**src/rtl/pip_pkg.sv**
```systemverilog
// Shared constants and types for the point-in-polygon test block.
package pip_pkg;

  localparam int MaxVertices = 16;
  localparam int AddrW       = $clog2(MaxVertices);
  localparam int NumW        = $clog2(MaxVertices + 1);
  localparam int CoordW      = 16;
  localparam int DiffW       = CoordW + 1;
  localparam int ProdW       = 2 * DiffW;
  localparam int CountW      = 5;
  localparam int SlotW       = 4;
  localparam int VertW       = 2 * CoordW;

  localparam logic OpWrite = 1'b0;
  localparam logic OpTest  = 1'b1;

  // Step strobes from the sequencer to the shared edge unit
  typedef struct packed {
    logic mul_lhs;  // (tx - xi) * (yj - yi)
    logic mul_rhs;  // (xj - xi) * (ty - yi), plus straddle test
  } pip_ctrl_t;

endpackage

```
**src/rtl/pip_edge_unit.sv**
```systemverilog
// Shared edge unit: one signed multiplier used twice per edge, then an exact compare.
module pip_edge_unit (
  input  logic                      clk_i,
  input  logic                      rst_ni,
  input  pip_pkg::pip_ctrl_t        ctrl_i,
  input  logic signed [15:0]        vi_x_i,
  input  logic signed [15:0]        vi_y_i,
  input  logic signed [15:0]        vj_x_i,
  input  logic signed [15:0]        vj_y_i,
  input  logic signed [15:0]        tx_i,
  input  logic signed [15:0]        ty_i,
  output logic                      toggle_o
);
  import pip_pkg::*;

  logic signed [DiffW-1:0] op_a, op_b;
  logic signed [ProdW-1:0] prod;
  logic signed [ProdW-1:0] lhs_q, lhs_d, rhs_q, rhs_d;
  logic                    straddle_q, straddle_d;
  logic                    dy_pos_q, dy_pos_d;
  logic                    pend_q;

  function automatic logic signed [DiffW-1:0] sub_ext(logic signed [CoordW-1:0] a,
                                                      logic signed [CoordW-1:0] b);
    return DiffW'(a) - DiffW'(b);
  endfunction

  // Operand select for the single multiplier
  always_comb begin
    if (ctrl_i.mul_rhs) begin
      op_a = sub_ext(vj_x_i, vi_x_i);
      op_b = sub_ext(ty_i, vi_y_i);
    end else begin
      op_a = sub_ext(tx_i, vi_x_i);
      op_b = sub_ext(vj_y_i, vi_y_i);
    end
  end

  assign prod = ProdW'(op_a) * ProdW'(op_b);

  always_comb begin
    lhs_d      = ctrl_i.mul_lhs ? prod : lhs_q;
    rhs_d      = ctrl_i.mul_rhs ? prod : rhs_q;
    straddle_d = ctrl_i.mul_rhs ? ((vi_y_i > ty_i) != (vj_y_i > ty_i)) : straddle_q;
    dy_pos_d   = ctrl_i.mul_rhs ? (vj_y_i > vi_y_i) : dy_pos_q;
  end

  always_ff @(posedge clk_i) begin
    lhs_q      <= lhs_d;
    rhs_q      <= rhs_d;
    straddle_q <= straddle_d;
    dy_pos_q   <= dy_pos_d;
  end

  // Compare runs the cycle after the second product, alongside the next edge
  always_ff @(posedge clk_i or negedge rst_ni) begin
    if (!rst_ni) begin
      pend_q <= 1'b0;
    end else begin
      pend_q <= ctrl_i.mul_rhs;
    end
  end

  // Sign of dy flips the sense; a flat edge never straddles
  assign toggle_o = pend_q && straddle_q && (dy_pos_q ? (lhs_q < rhs_q) : (lhs_q > rhs_q));

endmodule
```
**config.mk**
```make
export PLATFORM = sky130hd
export DESIGN_NAME = pip_edge_unit
export DESIGN_NICKNAME = d
export VERILOG_FILES = /design/src/rtl/pip_pkg.sv /design/src/rtl/pip_edge_unit.sv
export SDC_FILE = /design/constraint.sdc
export NUM_CORES = 1
export LEC_CHECK = 0
export BUFFER_PORTS_ARGS = -buffer_cell sky130_fd_sc_hd__buf_2
export CAP_MARGIN = 20
export CORE_AREA = 2 2 212 214
export CTS_CLUSTER_DIAMETER = 200
export DETAILED_ROUTE_END_ITERATION = 8
export DIE_AREA = 0 0 214 216
export GPL_ROUTABILITY_DRIVEN = 0
export GPL_TIMING_DRIVEN = 0
export HOLD_SLACK_MARGIN = 0.06
export PLACE_DENSITY = 0.52
export RECOVER_POWER = 50
export REMOVE_ABC_BUFFERS = 1
export SYNTH_ARGS = -nofsm -noshare
export SYNTH_HDL_FRONTEND = slang
export SYNTH_SLANG_ARGS = --single-unit
```
**constraint.sdc**
```tcl
create_clock -name clk_i -period 3.7 [get_ports clk_i]
set_clock_uncertainty 0.1 [all_clocks]
set_input_delay 0.37 -clock clk_i [delete_from_list [all_inputs] [get_ports clk_i]]
set_output_delay 0.37 -clock clk_i [all_outputs]
set_load 0.02 [all_outputs]
```
Word-level counts from Yosys, hierarchy flattened
Cells that the tools add are included.
{ "op_classes": {"n_addsub": 4, "multipliers": 1, "div_mod_pow": 0, "order_cmp": 5, "n_eq_ne": 1, "n_shift": 0, "n_mux": 3, "bitwise": 0, "n_reduce_logical": 2} }
{ "ops": {"columns": ["op", "n"], "rows": [
  ["subtractor 16 x 16 -> 17 bit", 4],
  ["greater-than comparator 16 bit", 3],
  ["greater-than comparator 34 bit", 1],
  ["< comparator 34 bit", 1],
  ["multiplier 17 x 17 -> 34 bit", 1],
  ["2-to-1 mux 17 bit", 2],
  ["logical AND 1 bit", 2],
  ["2-to-1 mux 1 bit", 1],
  ["inequality test 1 bit", 1]
]} }
{ "totals": {"register_bits": 71, "latchBits": 0, "ramBits": 0, "romBits": 0, "input_bits": 100, "output_inout_bits": 1, "n_memories": 0} }

Longest topological paths before layout
{ "depth": {"depth_word": 3, "mapped_depth": 36, "depth_no_buf": 33} }

Worst setup path before layout
Ideal clock, no wire load.
{ "synth_timing": {"path_type": "input to register", "start": "input port ctrl_i[0] (netlist bit)", "end": "register lhs_q[32] (data pin)", "arrival_ns": 8.926, "slack_ns": -5.466, "path_stages": 33, "path_cell_list": "clkbuf_1 buf_6 clkbuf_1 mux2_2 ha_1 nor2b_1 o31a_2 o21a_1 o41ai_1 o21bai_1 xor2_1 clkbuf_1 nand2_1 fa_1 inv_1 fa_1 inv_1 fa_1 inv_1 fa_1 inv_1 fa_1 inv_1 fa_1 ha_1 and4_1 nand3_1 a211o_1 a31oi_2 a221oi_1 o21a_1 or4b_1 nand3_1"} }
{ "synth_between": {"elab_chain_cells": 2, "elab_cells_between_ends": 3, "classes_between": "1 x mul; 2 x mux"} }
{ "synth_lines": {"columns": ["element", "line_no", "text"], "rows": [
  ["start: declaration", "pip_edge_unit.sv:5", "input pip_pkg::pip_ctrl_t ctrl_i,"],
  ["2-to-1 mux 17 bit", "pip_edge_unit.sv:30", "if (ctrl_i.mul_rhs) begin"],
  ["multiplier 17 x 17 -> 34 bit *", "pip_edge_unit.sv:39", "assign prod = ProdW'(op_a) * ProdW'(op_b);"],
  ["net prod[32]", "pip_edge_unit.sv:17", "logic signed [ProdW-1:0] prod;"],
  ["end signal: assignment", "pip_edge_unit.sv:49", "lhs_q <= lhs_d;"],
  ["end: declaration", "pip_edge_unit.sv:18", "logic signed [ProdW-1:0] lhs_q, lhs_d, rhs_q, rhs_d;"]
]} }
The timed path passes the listed nets; every way through them passes the cells marked *.
A chain may end at the register's enable or synchronous reset.

Worst setup path in the final report
{ "layout_timing": {"start": "input port ctrl_i[0] (netlist bit)", "end": "register lhs_q[30] (data pin)"} }
Same word-level chain as after synthesis.

==> summary by stage <==
Worst setup path
The worst setup path is launched from an input pin. Data on the critical path arrives at its endpoint at roughly 8.3 ns. In this design, the critical path's most frequently occurring cell is fa_1.

The required time of the worst setup path is ~3.6 ns. The slowest stage of the critical path belongs to the cell fa_1. The critical path is of the in -> reg type.

In this design, the stage delay of the slowest critical-path cell is between 0.5 and 0.6 ns. STA classifies the critical path endpoint as a flip-flop. In this run the worst path has a maximum fanout of 8.

Routing
Dividing the detail-routed via count by the number of cells gives 4.96. The total via count in the routed design is ~13000. Wire segments on met2 add up to approximately 21000 um in the final route.

The length of routed met3 wiring is ~1700 um. The number of remaining DRC errors is 0. The highest layer touched by signal routing is met4. Dividing the detail-routed wire length by the instance count gives ~17 um. The pre-antenna-repair detailed-routing pass consisted of 5 iterations. The wire length on met1 is about 20000 um. The first-iteration detailed-routing DRC count is around 520. The routed wire length is between 40000 and 50000 um.

The number of nets still failing antenna checks after routing is 0.

Final layout
The layout net count is roughly 2600. After filler insertion, the fill cell instance count of the layout stands at 4111. The synthesis-to-layout area growth is 23.4%. The repair_antennas step left the layout with diodes totalling 0. The post-route netlist has a little under a quarter of its cells at a drive strength greater than 1.

STA
The setup TNS is -213.76 ns. After layout, the worst setup slack is -4.72 ns. The count of final hold-check violations is 0. The max-slew violation total from the final report came to 35. The post-layout minimum cycle time is 8.42 ns. The slew at the pin closest to its max-slew limit is about 2.0 ns. Setup repair after global routing could not meet its margin everywhere.

Hold timing on the final database bottoms out at a slack of between 0.2 and 0.25 ns. The worst pin sits at a relative slew slack of -33.1%. Of the available clock period, the critical path in the final layout requires 228%.

The final-report setup violation count is 60. The highest clock rate is approximately 0.12 GHz.

Clock network
The clock sink total is about 70. TritonCTS built the clock tree. The depth of the CTS H-tree is 3. The clock passes through at most 2 buffers. Buffers inserted during clock tree synthesis total 9. After clock tree synthesis, the clock-pin slew on the worst setup and hold paths is 0.06 ns. In this run the clock root is driven by a clkbuf_16.

Floorplanning
Once the floorplan was initialized, standard cells occupied 38.8% of the core. The floorplan step defined a die boundary enclosing about 0.046 mm^2. The floorplan step set the die height to ~220 um. The number of cell rows is 77. During I/O placement, the number of pins put on the boundary was about 100. The floorplan core area is 0.0438 mm^2. From left edge to right edge, the die measures ~210 um.

GRT
The number of antenna violations at the first check in global routing is 0. The number of global-route vias before repair was between 10000 and 15000. The first-pass GRT wire length is about 73000 um. The largest net degree at the start of global routing is 35. The overall track demand over capacity in global routing is 19.7%. The leftover overflow at the end of global routing is 0.

Yosys
The leading register cell type out of synthesis is edfxtp_1. In this run, distinct cell masters in the synthesized netlist total between 80 and 90. Counting flops with a built-in enable in the synthesized netlist gives 70. The post-synthesis async set-or-reset flop share is 1.41%. The library cell occupying the most area in the post-synthesis netlist is fa_1.

The number of instances in the synthesized netlist is 1810. Sequential elements use 12.5% of the synthesized area. Of the post-synthesis cell area, the dominant cell type holds 35.2%. The number of synthesized register bits is 71.

By area the synthesized netlist is led by fa_1 35%, ha_1 13%, edfxtp_1 12%. The average size of a mapped cell is about 9.4 um^2. During synthesis, Yosys emitted a total of 0 warnings. After synthesis the cells add up to about 0.017 mm^2.

Place
The number of port buffers is 100. Summed over all nets, the half-perimeter wirelength after detailed placement is around 36000 um.

Run status
The run finished, with violations left. The checks that failed: max-capacitance violations, max-slew violations, negative setup slack.

Hold path
The worst hold path belongs to the class in -> async.

Flow run
The number of maximum-capacitance violations is 1.
## registers in the layout (all words and copies together) (netlist names)
| signal | cells |
|---|---|
| lhs_q | 34 |
| dy_pos_q | 1 |
| rhs_q | 34 |
| straddle_q | 1 |
| pend_q | 1 |
## routing by layer
layer	track usage, %	up-vias
li1	-	6131
met1	26.1	6504
met2	34.8	236
met3	1.72	38
met4	4.73	0
met5	0	-
## cell families after synthesis
family                   count (synthesis)  synth area share, %
flip-flops                              71                 12.5
adder cells (fa/ha/maj)                482                 48.7
multiplexers                            26                 1.69
AND/OR/NAND/NOR                        487                 13.7
AO/OA/AOI/OAI                          224                 9.08
XOR/XNOR                                81                 4.17
buffers and inverters                  439                 10.1
## how the worst max path moves through the flow
stage | from | end | slack [ns] | depth (start not counted)
4_1_cts | ctrl_i[0] | lhs_q[30] | -4.63 | 32
3_5_place_dp | ctrl_i[0] | rhs_q[33] | -6.96 | 32
5_1_grt | ctrl_i[0] | lhs_q[30] | -4.88 | 28
6_report | ctrl_i[0] | lhs_q[30] | -4.72 | 28
3_3_place_gp | ctrl_i[0] | lhs_q[33] | -7.96 | 29
2_1_floorplan | ctrl_i[0] | lhs_q[32] | -4.61 | 29
## cells in the mapped netlist (all sizes together), types with 13 or more instances
master  number
inv        400
fa         299
ha         183
nand2      166
nor2       147
edfxtp      70
a21oi       57
xnor2       56
and2        42
o21ai       35
a21o        34
nand3       26
xor2        25
clkbuf      23
nand2b      23
o21a        22
buf         16
mux2        16
nand4       14
nor3        14
nor2b       13
## placed cells by master (no fill, tap or decap), types with 7 or more instances in the layout
cell type / instances
nand3_1: 14
buf_2: 97
edfxtp_1: 70
o21ai_2: 8
nand2_1: 159
xnor2_2: 10
nand2b_1: 23
buf_6: 18
and2_1: 40
o21bai_1: 7
nand3_2: 11
mux2_2: 14
o21ai_0: 17
fa_1: 288
ha_2: 7
inv_1: 385
buf_4: 88
nor2_1: 136
ha_1: 149
nand4_1: 14
fa_2: 11
a21oi_2: 15
xor2_1: 13
a21oi_1: 39
inv_2: 15
xnor2_4: 10
xnor2_1: 37
clkbuf_16: 9
ha_4: 27
nor2_2: 8
nor3_1: 13
o21a_1: 19
nor2b_1: 10
a21o_1: 32
o211ai_1: 7
## layout make-up
cell class	count	area, um^2	share of cell area, %
Tap cell	592	741	3.53
Timing Repair Buffer	221	1650	7.85
Sequential cell	71	2130	10.1
Inverter	400	1500	7.16
Clock inverter	6	62.6	0.298
Multi-Input combinational cell	1302	14700	69.9
Clock buffer	9	225	1.07
## worst max-delay path: cells and delay by family
family	cells	cell delay, ns
AOI/OAI and AO/OA	7	1.78
muxes	2	0.64
buffers and inverters	6	0.49
adders and majority gates	8	3.44
and+or+nand+nor	5	1.59
## metrics by stage
stage	util (%)	instance area [um^2]	setup WS (ns)	cells
final	47.8	21000	-4.72	2601
after CTS	46.8	20500	-4.63	2581
after detailed placement	41.6	18200	-6.96	2478
after global placement	41.1	18000	-7.96	2463
after global routing	47.8	21000	-4.88	2601
after floorplan	-	16800	-4.61	1771
## what timing repair did
| action | 4_1_cts | 5_1_grt |
|---|---|---|
| hold buffers | 1 | 0 |
| resized for setup | 207 | 62 |
| endpoints found under the hold margin | 1 | 0 |
| setup endpoints to repair | 62 | 62 |
| gates cloned | 6 | 1 |
| pin swaps | 89 | 43 |
| buffers inserted | 81 | 22 |
Power is not shown: default switching activity piles up to over one toggle a cycle in this logic, so the estimate is an artifact.
